===== config.mk =====
export PLATFORM = sky130hd
export DESIGN_NAME = address_slot_allocator
export DESIGN_NICKNAME = d
export VERILOG_FILES = /design/src/hdl/asa_pkg.sv /design/src/hdl/address_slot_allocator.sv /design/src/hdl/asa_slot_table.sv /design/src/hdl/asa_log_unit.sv
export SDC_FILE = /design/constraint.sdc
export NUM_CORES = 1
export LEC_CHECK = 0
export ABC_CLOCK_PERIOD_IN_PS = 9700
export BUFFER_PORTS_ARGS = -buffer_cell sky130_fd_sc_hd__buf_2
export CAP_MARGIN = 40
export CORE_MARGIN = 2
export CORE_UTILIZATION = 26
export CTS_CLUSTER_DIAMETER = 40
export DETAILED_ROUTE_END_ITERATION = 12
export GPL_TIMING_DRIVEN = 0
export PLACE_DENSITY_LB_ADDON = 0.12
export SLEW_MARGIN = 20
export SYNTH_ARGS = -nofsm -noshare
export SYNTH_HDL_FRONTEND = slang
export SYNTH_SLANG_ARGS = --single-unit

===== constraint.sdc =====
create_clock -name clk -period 9.7 [get_ports clk]
set_input_delay 0 -clock clk [delete_from_list [all_inputs] [get_ports clk]]
set_output_delay 0 -clock clk [all_outputs]
set_load 0.01 [all_outputs]

===== src/hdl/asa_pkg.sv =====
// asa_pkg: shared codes and types of the address slot allocator.
// No dependencies; imported by every module of the block.
`timescale 1ns / 1ps
`default_nettype none

package asa_pkg;

  // request operations
  localparam logic [1:0] OP_ASSIGN  = 2'd0;
  localparam logic [1:0] OP_FINISH  = 2'd1;
  localparam logic [1:0] OP_RELEASE = 2'd2;
  localparam logic [1:0] OP_FLUSH   = 2'd3;

  // result status codes
  localparam logic [2:0] ST_REUSED   = 3'd0;
  localparam logic [2:0] ST_FREE     = 3'd1;
  localparam logic [2:0] ST_EVICTED  = 3'd2;
  localparam logic [2:0] ST_NONE     = 3'd3;
  localparam logic [2:0] ST_LOST     = 3'd4;
  localparam logic [2:0] ST_DONE     = 3'd5;
  localparam logic [2:0] ST_UNMAPPED = 3'd6;
  localparam logic [2:0] ST_REFS_FULL = 3'd7;

  localparam int unsigned SPACE_W  = 16;
  localparam int unsigned START_W  = 48;
  localparam int unsigned LENGTH_W = 49;
  localparam int unsigned WORD_W   = 64;
  localparam int unsigned CODE_W   = 6;

  // lock region width code = ceil(log2(pages)) + REGION_OFFSET
  localparam logic [WORD_W-1:0] REGION_OFFSET = 64'd11;

  typedef struct packed {
    logic              busy;
    logic [CODE_W-1:0] code;
  } log_stat_t;

endpackage

`default_nettype wire


===== src/hdl/address_slot_allocator.sv =====
// address_slot_allocator: top level; request sequencer scanning the slot table.
// Depends on asa_pkg, asa_slot_table, asa_log_unit.
//
// Usage: drive in_* with start high; the request is taken at the edge where busy
// is low. busy stays high until the result is formed. The result appears on
// out_* for exactly one cycle with out_valid high; the receiver cannot stall it
// and must take it then. busy drops in the same cycle as out_valid, so the next
// request can be taken while the result is shown.
// States from accept to out_valid:
//   job finished, or assign of a lost space: straight to S_FIN
//   assign, release: S_SCAN over every slot (one slot compared per cycle), then S_FIN
//   flush: S_SCAN, with the one-bit-per-cycle log2 unit running beside it to find
//   L = bit length of pages-1 (L <= 37); then S_WAIT until the log2 unit is idle,
//   and S_FIN, which samples the log2 unit after the scan.
// One request is in flight at a time; the next is taken only after S_FIN.
// Reset (rst_n low, synchronous) empties every slot and returns to idle; no
// result is pending after reset.
`timescale 1ns / 1ps
`default_nettype none

module address_slot_allocator
  import asa_pkg::*;
#(
  parameter int unsigned SLOTS     = 8,
  parameter int unsigned PAGE_BITS = 12,
  parameter int unsigned REF_BITS  = 8
) (
  input  wire logic                clk,
  input  wire logic                rst_n,
  input  wire logic                start,
  output      logic                busy,
  input  wire logic [1:0]          in_operation,
  input  wire logic [SPACE_W-1:0]  in_space_id,
  input  wire logic                in_space_lost,
  input  wire logic [2:0]          in_slot_in,
  input  wire logic [START_W-1:0]  in_range_start,
  input  wire logic [LENGTH_W-1:0] in_range_length,
  input  wire logic [WORD_W-1:0]   in_table_entry,
  output      logic                out_valid,
  output      logic [2:0]          out_status,
  output      logic [2:0]          out_slot_out,
  output      logic                out_write_table,
  output      logic                out_invalidate_old,
  output      logic [WORD_W-1:0]   out_table_word,
  output      logic [WORD_W-1:0]   out_lock_region,
  output      logic [7:0]          out_slot_mask
);

  localparam int unsigned IDX_W  = (SLOTS > 1) ? $clog2(SLOTS) : 1;
  localparam int unsigned EXT_W  = IDX_W + 3;
  localparam int unsigned MASK_W = SLOTS + 8;
  localparam logic [REF_BITS-1:0] REF_MAX = '1;
  localparam logic [REF_BITS-1:0] REF_ONE = REF_BITS'(1);

  localparam logic [1:0] S_IDLE = 2'd0;
  localparam logic [1:0] S_SCAN = 2'd1;
  localparam logic [1:0] S_WAIT = 2'd2;
  localparam logic [1:0] S_FIN  = 2'd3;

  logic [1:0]          state_r, state_nxt;
  logic [IDX_W-1:0]    cnt_r, cnt_nxt;

  // latched request
  logic [1:0]          op_r;
  logic [SPACE_W-1:0]  id_r;
  logic                lost_r;
  logic [2:0]          sin_r;
  logic [START_W-1:0]  rstart_r;
  logic [WORD_W-1:0]   tword_r;

  // scan results
  logic                found_r, found_nxt;
  logic [IDX_W-1:0]    match_idx_r, match_idx_nxt;
  logic [REF_BITS-1:0] match_refs_r, match_refs_nxt;
  logic                free_r, free_nxt;
  logic [IDX_W-1:0]    free_idx_r, free_idx_nxt;
  logic                zero_r, zero_nxt;
  logic [IDX_W-1:0]    zero_idx_r, zero_idx_nxt;
  logic [SLOTS-1:0]    mask_r, mask_nxt;

  // result registers
  logic                ovalid_r;
  logic [2:0]          ostatus_r, ostatus_nxt;
  logic [IDX_W-1:0]    oslot_r, oslot_nxt;
  logic                owr_r, owr_nxt;
  logic                oinv_r, oinv_nxt;
  logic [WORD_W-1:0]   otword_r, otword_nxt;
  logic [WORD_W-1:0]   olock_r, olock_nxt;
  logic [SLOTS-1:0]    omask_r, omask_nxt;

  logic                accept;
  logic [EXT_W-1:0]    sin_ext;
  logic [IDX_W-1:0]    sin_idx;
  logic                sin_ok;
  logic [IDX_W-1:0]    rd_idx;
  logic                rd_valid;
  logic [SPACE_W-1:0]  rd_space;
  logic [REF_BITS-1:0] rd_refs;
  logic                hit;
  logic                wr_en;
  logic [IDX_W-1:0]    wr_idx;
  logic                wr_valid;
  logic [SPACE_W-1:0]  wr_space;
  logic [REF_BITS-1:0] wr_refs;
  log_stat_t           log_stat;
  logic [EXT_W-1:0]    slot_ext;
  logic [MASK_W-1:0]   mask_ext;

  assign accept  = start && (state_r == S_IDLE);
  assign busy    = (state_r != S_IDLE);
  assign sin_ext = EXT_W'(sin_r);
  assign sin_idx = sin_ext[IDX_W-1:0];
  assign sin_ok  = (sin_ext < EXT_W'(SLOTS));
  assign rd_idx  = (op_r == OP_FINISH) ? sin_idx : cnt_r;
  assign hit     = rd_valid && (rd_space == id_r);

  asa_slot_table #(
    .SLOTS    (SLOTS),
    .IDX_W    (IDX_W),
    .REF_BITS (REF_BITS)
  ) u_table (
    .clk      (clk),
    .rst_n    (rst_n),
    .rd_idx   (rd_idx),
    .rd_valid (rd_valid),
    .rd_space (rd_space),
    .rd_refs  (rd_refs),
    .wr_en    (wr_en),
    .wr_idx   (wr_idx),
    .wr_valid (wr_valid),
    .wr_space (wr_space),
    .wr_refs  (wr_refs)
  );

  asa_log_unit #(
    .PAGE_BITS (PAGE_BITS)
  ) u_log (
    .clk    (clk),
    .rst_n  (rst_n),
    .load   (accept && (in_operation == OP_FLUSH)),
    .length (in_range_length),
    .stat   (log_stat)
  );

  always_comb begin
    state_nxt      = state_r;
    cnt_nxt        = cnt_r;
    found_nxt      = found_r;
    match_idx_nxt  = match_idx_r;
    match_refs_nxt = match_refs_r;
    free_nxt       = free_r;
    free_idx_nxt   = free_idx_r;
    zero_nxt       = zero_r;
    zero_idx_nxt   = zero_idx_r;
    mask_nxt       = mask_r;
    ostatus_nxt    = ostatus_r;
    oslot_nxt      = oslot_r;
    owr_nxt        = owr_r;
    oinv_nxt       = oinv_r;
    otword_nxt     = otword_r;
    olock_nxt      = olock_r;
    omask_nxt      = omask_r;
    wr_en          = 1'b0;
    wr_idx         = cnt_r;
    wr_valid       = 1'b0;
    wr_space       = '0;
    wr_refs        = '0;

    case (state_r)
      S_IDLE: begin
        if (start) begin
          cnt_nxt   = '0;
          found_nxt = 1'b0;
          free_nxt  = 1'b0;
          zero_nxt  = 1'b0;
          mask_nxt  = '0;
          if (in_operation == OP_FINISH ||
              (in_operation == OP_ASSIGN && in_space_lost)) begin
            state_nxt = S_FIN;
          end else begin
            state_nxt = S_SCAN;
          end
        end
      end

      S_SCAN: begin
        if (hit && !found_r) begin
          found_nxt      = 1'b1;
          match_idx_nxt  = cnt_r;
          match_refs_nxt = rd_refs;
        end
        if (!rd_valid && !free_r) begin
          free_nxt     = 1'b1;
          free_idx_nxt = cnt_r;
        end
        if (rd_refs == '0 && !zero_r) begin
          zero_nxt     = 1'b1;
          zero_idx_nxt = cnt_r;
        end
        // release clears matching slots as the scan passes them
        if (op_r == OP_RELEASE && hit) begin
          wr_en           = 1'b1;
          mask_nxt[cnt_r] = 1'b1;
        end
        if (cnt_r == IDX_W'(SLOTS - 1)) begin
          state_nxt = (op_r == OP_FLUSH) ? S_WAIT : S_FIN;
        end else begin
          cnt_nxt = cnt_r + IDX_W'(1);
        end
      end

      S_WAIT: begin
        if (!log_stat.busy) begin
          state_nxt = S_FIN;
        end
      end

      S_FIN: begin
        state_nxt  = S_IDLE;
        ostatus_nxt = ST_DONE;
        oslot_nxt  = '0;
        owr_nxt    = 1'b0;
        oinv_nxt   = 1'b0;
        otword_nxt = '0;
        olock_nxt  = '0;
        omask_nxt  = '0;
        wr_space   = id_r;
        wr_valid   = 1'b1;
        wr_refs    = REF_ONE;
        case (op_r)
          OP_ASSIGN: begin
            if (lost_r) begin
              ostatus_nxt = ST_LOST;
            end else if (found_r) begin
              oslot_nxt = match_idx_r;
              if (match_refs_r == REF_MAX) begin
                ostatus_nxt = ST_REFS_FULL;
              end else begin
                ostatus_nxt = ST_REUSED;
                wr_en       = 1'b1;
                wr_idx      = match_idx_r;
                wr_refs     = match_refs_r + REF_ONE;
              end
            end else if (free_r || zero_r) begin
              ostatus_nxt = free_r ? ST_FREE : ST_EVICTED;
              oinv_nxt    = !free_r;
              oslot_nxt   = free_r ? free_idx_r : zero_idx_r;
              owr_nxt     = 1'b1;
              otword_nxt  = tword_r;
              wr_en       = 1'b1;
              wr_idx      = free_r ? free_idx_r : zero_idx_r;
            end else begin
              ostatus_nxt = ST_NONE;
            end
          end
          OP_FINISH: begin
            oslot_nxt = '0;
            if (sin_ok && rd_refs != '0) begin
              ostatus_nxt = ST_DONE;
              wr_en       = 1'b1;
              wr_idx      = sin_idx;
              wr_valid    = rd_valid;
              wr_space    = rd_space;
              wr_refs     = rd_refs - REF_ONE;
            end else begin
              ostatus_nxt = ST_UNMAPPED;
            end
          end
          OP_RELEASE: begin
            ostatus_nxt = ST_DONE;
            omask_nxt   = mask_r;
          end
          OP_FLUSH: begin
            if (found_r) begin
              ostatus_nxt = ST_DONE;
              oslot_nxt   = match_idx_r;
              olock_nxt   = WORD_W'(rstart_r) |
                            (WORD_W'(log_stat.code) + REGION_OFFSET);
            end else begin
              ostatus_nxt = ST_UNMAPPED;
            end
          end
          default: begin
            ostatus_nxt = ST_UNMAPPED;
          end
        endcase
      end

      default: begin
        state_nxt = S_IDLE;
      end
    endcase
  end

  always_ff @(posedge clk) begin
    if (!rst_n) begin
      state_r  <= S_IDLE;
      ovalid_r <= 1'b0;
    end else begin
      state_r  <= state_nxt;
      ovalid_r <= (state_r == S_FIN);
    end
    if (accept) begin
      op_r     <= in_operation;
      id_r     <= in_space_id;
      lost_r   <= in_space_lost;
      sin_r    <= in_slot_in;
      rstart_r <= in_range_start;
      tword_r  <= in_table_entry;
    end
    cnt_r        <= cnt_nxt;
    found_r      <= found_nxt;
    match_idx_r  <= match_idx_nxt;
    match_refs_r <= match_refs_nxt;
    free_r       <= free_nxt;
    free_idx_r   <= free_idx_nxt;
    zero_r       <= zero_nxt;
    zero_idx_r   <= zero_idx_nxt;
    mask_r       <= mask_nxt;
    ostatus_r    <= ostatus_nxt;
    oslot_r      <= oslot_nxt;
    owr_r        <= owr_nxt;
    oinv_r       <= oinv_nxt;
    otword_r     <= otword_nxt;
    olock_r      <= olock_nxt;
    omask_r      <= omask_nxt;
  end

  // finish reports the requested slot number as given, even out of range
  assign slot_ext = (op_r == OP_FINISH) ? sin_ext : EXT_W'(oslot_r);
  assign mask_ext = MASK_W'(omask_r);

  assign out_valid          = ovalid_r;
  assign out_status         = ostatus_r;
  assign out_slot_out       = slot_ext[2:0];
  assign out_write_table    = owr_r;
  assign out_invalidate_old = oinv_r;
  assign out_table_word     = otword_r;
  assign out_lock_region    = olock_r;
  assign out_slot_mask      = mask_ext[7:0];

endmodule

`default_nettype wire


===== src/hdl/asa_slot_table.sv =====
// asa_slot_table: flop-based slot table (valid, owner space id, ref count).
// One read index, one write port. Uses asa_pkg.
`timescale 1ns / 1ps
`default_nettype none

module asa_slot_table
  import asa_pkg::*;
#(
  parameter int unsigned SLOTS    = 8,
  parameter int unsigned IDX_W    = 3,
  parameter int unsigned REF_BITS = 8
) (
  input  wire logic                clk,
  input  wire logic                rst_n,
  input  wire logic [IDX_W-1:0]    rd_idx,
  output      logic                rd_valid,
  output      logic [SPACE_W-1:0]  rd_space,
  output      logic [REF_BITS-1:0] rd_refs,
  input  wire logic                wr_en,
  input  wire logic [IDX_W-1:0]    wr_idx,
  input  wire logic                wr_valid,
  input  wire logic [SPACE_W-1:0]  wr_space,
  input  wire logic [REF_BITS-1:0] wr_refs
);

  logic [SLOTS-1:0]    valid_r;
  logic [SPACE_W-1:0]  space_r [SLOTS];
  logic [REF_BITS-1:0] refs_r  [SLOTS];

  always_ff @(posedge clk) begin
    if (!rst_n) begin
      valid_r <= '0;
      for (int i = 0; i < SLOTS; i++) begin
        space_r[i] <= '0;
        refs_r[i]  <= '0;
      end
    end else if (wr_en) begin
      valid_r[wr_idx] <= wr_valid;
      space_r[wr_idx] <= wr_space;
      refs_r[wr_idx]  <= wr_refs;
    end
  end

  assign rd_valid = valid_r[rd_idx];
  assign rd_space = space_r[rd_idx];
  assign rd_refs  = refs_r[rd_idx];

endmodule

`default_nettype wire


===== src/hdl/asa_log_unit.sv =====
// asa_log_unit: iterative ceil(log2(pages)) of a flush length, one bit per cycle.
// Uses asa_pkg.
`timescale 1ns / 1ps
`default_nettype none

module asa_log_unit
  import asa_pkg::*;
#(
  parameter int unsigned PAGE_BITS = 12
) (
  input  wire logic                clk,
  input  wire logic                rst_n,
  input  wire logic                load,
  input  wire logic [LENGTH_W-1:0] length,
  output      log_stat_t           stat
);

  logic [LENGTH_W-1:0] pages;
  logic [LENGTH_W-1:0] x_r, x_nxt;
  logic [CODE_W-1:0]   cnt_r, cnt_nxt;
  logic                busy_r, busy_nxt;

  // ceil(log2(p)) equals the bit length of p-1; zero pages give zero
  assign pages = length >> PAGE_BITS;

  always_comb begin
    x_nxt    = x_r;
    cnt_nxt  = cnt_r;
    busy_nxt = busy_r;
    if (load) begin
      x_nxt    = (pages == '0) ? '0 : pages - LENGTH_W'(1);
      cnt_nxt  = '0;
      busy_nxt = 1'b1;
    end else if (busy_r) begin
      if (x_r == '0) begin
        busy_nxt = 1'b0;
      end else begin
        x_nxt   = x_r >> 1;
        cnt_nxt = cnt_r + CODE_W'(1);
      end
    end
  end

  always_ff @(posedge clk) begin
    if (!rst_n) begin
      busy_r <= 1'b0;
    end else begin
      busy_r <= busy_nxt;
    end
    x_r   <= x_nxt;
    cnt_r <= cnt_nxt;
  end

  assign stat.busy = busy_r;
  assign stat.code = cnt_r;

endmodule

`default_nettype wire


======== Word-level counts from Yosys, hierarchy flattened ========
Memory sizes are Yosys's and may differ from the RTL's.
Cells that the tools add are included.
word-level totals
  register bits after elaboration ......... 376
  RAM bits ................................ 192
  input bits .............................. 186
  output and inout port bits .............. 146
  logic and storage cells ................. 196
  memories kept ........................... 2
memory list
  name             words  width  rd ports  clocked after memory_dff  wr ports  RTL line              source
  u_table.space_r  8      16     1         0                         8         asa_slot_table.sv:27  logic [SPACE_W-1:0] space_r [SLOTS];
  u_table.refs_r   8      8      1         0                         8         asa_slot_table.sv:28  logic [REF_BITS-1:0] refs_r [SLOTS];
operators by class
  $add $sub $neg .......................... 6
  $lt $le $gt $ge ......................... 6
  eq/ne operators ......................... 20
  multiplexer cells ....................... 86
  bitwise logic cells ..................... 5
  reductions and logical operators ........ 43
operator list
  kind                   number
  $mux 49                4
  $logic_not 49->1       2
  $mux 16                4
  $mux 8                 8
  $mux 3                 20
  $or 48x7->48           1
  $sub 37x1->38 const B  1
  $pmux 8 s2             2
  $mux 1                 26
  $pmux 3 s2             3
  $reduce_and 3->1       6
  $eq 16x16->1           1
  $lt 3x4->1 const B     4
  $mux 2                 8
  $ne 2x2->1 const B     8
  $reduce_or 16->1       1
  $pmux 3 s4             1
  $reduce_and 2->1       6
  $logic_and 1x1->1      11
  $eq 2x2->1 const B     5
  $pmux 1 s2             5
  $add 8x1->8 const B    1
  $bwmux 8               1
  $eq 8x8->1 const B     1
  22 further kinds       36

======== Logic depth before layout (Yosys ltp) ========
  depth in word-level cells ............... 13
  mapped depth ............................ 19

======== Modules after synthesis ========
A second synthesis with hierarchy kept.
unflattened totals
  cell total of the unflattened synthesis .. 1,645
  area total of the unflattened synthesis .. 24,224.5 µm²
modules (own cells, without submodules)
  module                  times used  cells each  area an instance (µm²)
  address_slot_allocator  1           777         11,803.8
  asa_slot_table          1           551         9,213.8
  asa_log_unit            1           317         3,206.8

======== Worst setup path before layout ========
No wires, ideal clock.
  kind .................................... register to register
  from .................................... register state_r[1]
  to ...................................... register u_log.x_r[0], enable pin
  setup time .............................. 408 ps
  arrival time ............................ 5,743 ps
  required time ........................... 9,292 ps
  slack ................................... 3,549 ps
  stages on the path, launching flop included .. 7
  buffers on the path ..................... 1
  path through ............................ dfxtp_1 inv_1 ha_1 and2_1 nand3_1 clkbuf_1 nand2_1
between the ends
  word-level cells in the longest chain between the ends .. 5
  elaborated cells between the ends (all ways) .. 6
  those cells by class .................... eq/ne (1); reduce/logical (5)
ends and longest elaborated chain
  element                                                           RTL line                       source
  from (decl)                                                       address_slot_allocator.sv:60   logic [1:0] state_r, state_nxt;
  from (signal assigned)                                            address_slot_allocator.sv:300  state_r <= state_nxt;
  $logic_not 2->1 *                                                 address_slot_allocator.sv:109  assign accept = start && (state_r == S_IDLE);
  $logic_and 1x1->1 *                                               address_slot_allocator.sv:109
  net accept                                                        address_slot_allocator.sv:91   logic accept;
  $logic_and 1x1->1 *                                               address_slot_allocator.sv:140  .load (accept && (in_operation == OP_FLUSH)),
  $ne 2x1->1 (no line) / $reduce_bool 2->1 (equally long branches)  --
  $reduce_and 2->1 (no line) *                                      --
  to (signal assigned)                                              asa_log_unit.sv:50             x_r <= x_nxt;
  to (decl)                                                         asa_log_unit.sv:19             logic [LENGTH_W-1:0] x_r, x_nxt;
Mark *: on every way through the listed nets, which the timed path passes. The rest lies on a longest branch.
A chain may end at the register's enable or synchronous reset.

==> impl_metrics.tcl <==
set metrics [dict create \
    maxCapViolCount 0 \
    maxSlewViolCount 0 \
    grt_max_degree 51 \
    hold_viol_final 0 \
    crit_buf_inv 5 \
    grt_pass1_wl_um 114600 \
    synth_cells 1832 \
    die_area_sq_um 94380 \
    fin_crit_sh_pct 70.78 \
    cts_buffer_depth 3 \
    cp_data_required_time_ns 10.06 \
    fin_cells 3760 \
    worstMarginPinSlew_ns 0.9046 \
    crit_path_max_fanout 10 \
    status "completed" \
    fin_crit_ns 6.866 \
    placed_area_sq_um 27400 \
    syn_area_per_cell_sq_um 13.05 \
    seq_area_frac_synth_pct 68.59 \
    fin_skew_ns 0.02934 \
    grt.overflow.total 0 \
    layout-drive-gt1-share_pct 22.97 \
    finalSetupViolCount 0 \
    initial_core_util_pct 26.16 \
    fp-row-count 111 \
    cp_slowest_stage_delay_ns 0.68 \
    ant_nets 0 \
    numCtsBuffers 104 \
    ys_ff_latch 552 \
    setup_slack_ns 2.834 \
    rsz0062_at_grt "false" \
    cp_cell_sequence "inv_1 > ha_1 > mux2_2 > buf_2 > buf_2 > buf_2 > mux2i_1 > mux2i_1 > mux2i_1 > ha_1 > a21boi_0 > a21oi_1 > o31ai_1 > o31ai_4 > nand4_1 > buf_2 > nor2_1" \
    worst_setup_path_start_kind "flip-flop" \
    post-place-ws_ns 2.905 \
    vias_per_cell 4.672 \
    ys_types 71 \
    drc 0 \
    cp_top_family "buffers and inverters" \
    numClockSinks 552 \
    cts_setup_buffers 0 \
    grtUsageTotal_pct 16.29 \
    port_buffers 303 \
    relSlewSlack_pct 39.03 \
    final_util_pct 36.14 \
    fmax_mhz 145.6 \
    critPathSlowestCell "o31ai_1" \
    dp.cells 3357 \
    synth_flop_cell "edfxtp_1" \
    clk_pin_slew_ns 0.05 \
    synth_edf_count 534 \
    die_y_um 307.2 \
    dr.pass1.iters 5 \
    h-tree-depth 3 \
    dpl.hpwl_um 54170 \
    wirelength_um 77930 \
    fp.coreArea_sq_um 91390 \
    drtIter0Drc 1223 \
    area_delta_synth_final_pct 38.17 \
    p_per_area_nw_per_um2 273.2 \
    yosys_warnings 0 \
    crit_path_end_kind "flip-flop" \
    clock_latency_ns 0.66 \
    die_w_um 307.2 \
    syn-cell-area_sq_um 23900 \
    hold_path_class "in -> reg" \
    wl_per_cell_um 20.73 \
    fillers 9023 \
    vias 17570 \
    cts_tree "built" \
    ir_drop_uv 150.3 \
    grt_pass1_vias 17990 \
    async_reset_ff_share_pct 0 \
    cp_data_arrival_time_ns 7.22 \
    p_leak_uw 0.01233 \
    antenna_found_initial 3 \
    io_pins 332 \
    layout.nets 2686 \
    finalWeightedCongestion 0.8226 \
    cpMostUsedCell "buf_2" \
    path_class "reg -> reg" \
    finish.instance_area_sq_um 33030 \
    root_buffer "clkbuf_16" \
]
cells by family after synthesis:
kind of cell | share of synthesized area, %
AO/OA/AOI/OAI | 6.841
XOR/XNOR | 2.272
other | 0.01569
AND/OR/NAND/NOR | 14.69
multiplexers | 4.036
adder cells (fa/ha/maj) | 0.8898
flip-flops | 68.59
buffers and inverters | 2.664
routing by layer:
metal	global-route usage, %	share of wire, %
met4	5.967	3.4
met3	3.874	6.2
met1	20.55	43
met2	27.14	47
met5	0	0.012
path summary, 6_finish.rpt:
| path | end | from | slack (ns) | depth (start not counted) |
|---|---|---|---|---|
| setup reg to reg | u_table.space_r[6][2]$_SDFFCE_PN0P_ | op_r[1]$_DFFE_PP_ | 2.83 | 17 |
| setup / recovery | u_table.space_r[6][2]$_SDFFCE_PN0P_ | op_r[1]$_DFFE_PP_ | 2.83 | 17 |
| hold / removal | rstart_r[26]$_DFFE_PP_ | in_range_start[26] | 0.05 | 2 |
| hold reg to reg | u_table.valid_r[2]$_SDFFE_PN0P_ | u_table.valid_r[2]$_SDFFE_PN0P_ | 0.45 | 2 |
Yosys cell counts, drive strengths merged, types with 4 or more instances:
cell / count / area [sq um]
ha: 17 / 212.7
a31oi: 9 / 56.30
edfxtp: 534 / 16040
or3: 9 / 56.30
or4: 7 / 52.55
nand2: 163 / 614.3
dfxtp: 18 / 360.4
nand3b: 4 / 30.03
nand4: 11 / 68.82
a21oi: 27 / 135.1
and3: 47 / 294.0
mux2: 6 / 67.56
a21o: 10 / 75.07
and2: 79 / 494.2
mux2i: 61 / 626.9
mux4: 12 / 270.3
a211oi: 9 / 67.56
o22ai: 24 / 150.1
nor4b: 5 / 43.79
inv: 32 / 120.1
o221ai: 7 / 61.31
nor3: 24 / 120.1
xnor2: 28 / 245.2
nor2b: 23 / 143.9
nor2: 264 / 993.5
o31ai: 7 / 66.31
o211ai: 18 / 135.1
o21a: 4 / 30.03
nor4: 22 / 137.6
a211o: 9 / 78.83
a221oi: 6 / 52.55
nand2b: 14 / 87.58
buf: 49 / 291.5
o311ai: 6 / 52.55
a2bb2oi: 4 / 35.03
clkbuf: 60 / 225.2
a22oi: 7 / 52.55
xor2: 34 / 297.8
o21ai: 76 / 380.4
nand3: 47 / 245.2
flip-flops by register name, summed over array words and instances, names as in the netlist, 6 cells and up:
name	flops
id_r	16
u_table.valid_r	8
out_slot_mask	8
tword_r	64
u_log.x_r	49
match_refs_r	8
u_table.refs_r	64
u_log.cnt_r	6
u_table.space_r	128
out_lock_region	48
out_table_word	64
rstart_r	48
mask_r	8
cells in the final DEF, fill, tap and decap left out, types with 12 or more instances in the layout:
cell type,n
ha_1,16
a21oi_1,27
mux4_2,12
o22ai_1,24
nand2b_1,14
clkbuf_1,74
bufinv_16,13
xor2_1,34
nor4_1,22
nand2_1,153
conb_1,16
edfxtp_1,534
and3_1,47
buf_2,336
nor2_1,263
inv_1,31
and2_1,78
mux2i_1,59
clkinv_2,17
nand3_1,45
clkbuf_16,107
nor3_1,24
dfxtp_1,18
nor2b_1,23
o211ai_1,18
o21ai_0,75
dlygate4sd3_1,203
xnor2_1,28
clkinvlp_4,12
buf_4,19
cell type report:
class | count | area [sq um] | area share, %
repair buffers | 530 | 3956 | 11.98
well taps | 1186 | 1484 | 4.493
multi-input cells | 1154 | 6978 | 21.13
clock inverters | 75 | 844.6 | 2.557
flip-flops and latches | 552 | 16400 | 49.64
diodes | 1 | 2.502 | 0.007577
plain buffers | 109 | 516.7 | 1.565
clock buffers | 121 | 2730 | 8.266
inverters | 32 | 120.1 | 0.3637
stage by stage:
stage | TNS [ns] | hold WS [ns] | total power, uW
6_report | 0 | 0.05242 | 9024
4_1_cts | 0 | 0.001855 | 9122
5_1_grt | 0 | 0.01213 | 9430
3_3_place_gp | -14.63 | 0.1776 | 5308
3_5_place_dp | 0 | 0.1781 | 5333
2_1_floorplan | 0 | 0.09887 | 4472
worst reg2reg max path: cells and delay by family (launching register included):
| family | cells | cell delay (ns) |
|---|---|---|
| buf+inv | 5 | 2.05 |
| flops | 1 | 0.44 |
| simple gates | 2 | 0.64 |
| mux | 4 | 1.12 |
| fa+ha+maj | 2 | 0.54 |
| compound gates | 4 | 1.78 |
where the power goes:
group | switching (uW) | internal, uW
Combinational | 1440 | 741
Sequential | 136 | 3040
Clock | 1290 | 2380
repair_timing:
item,4_1_cts,5_1_grt
hold endpoints to repair,216,0
resized for setup,0,0
hold buffers,203,0
Power figures use the tool's default switching activity.
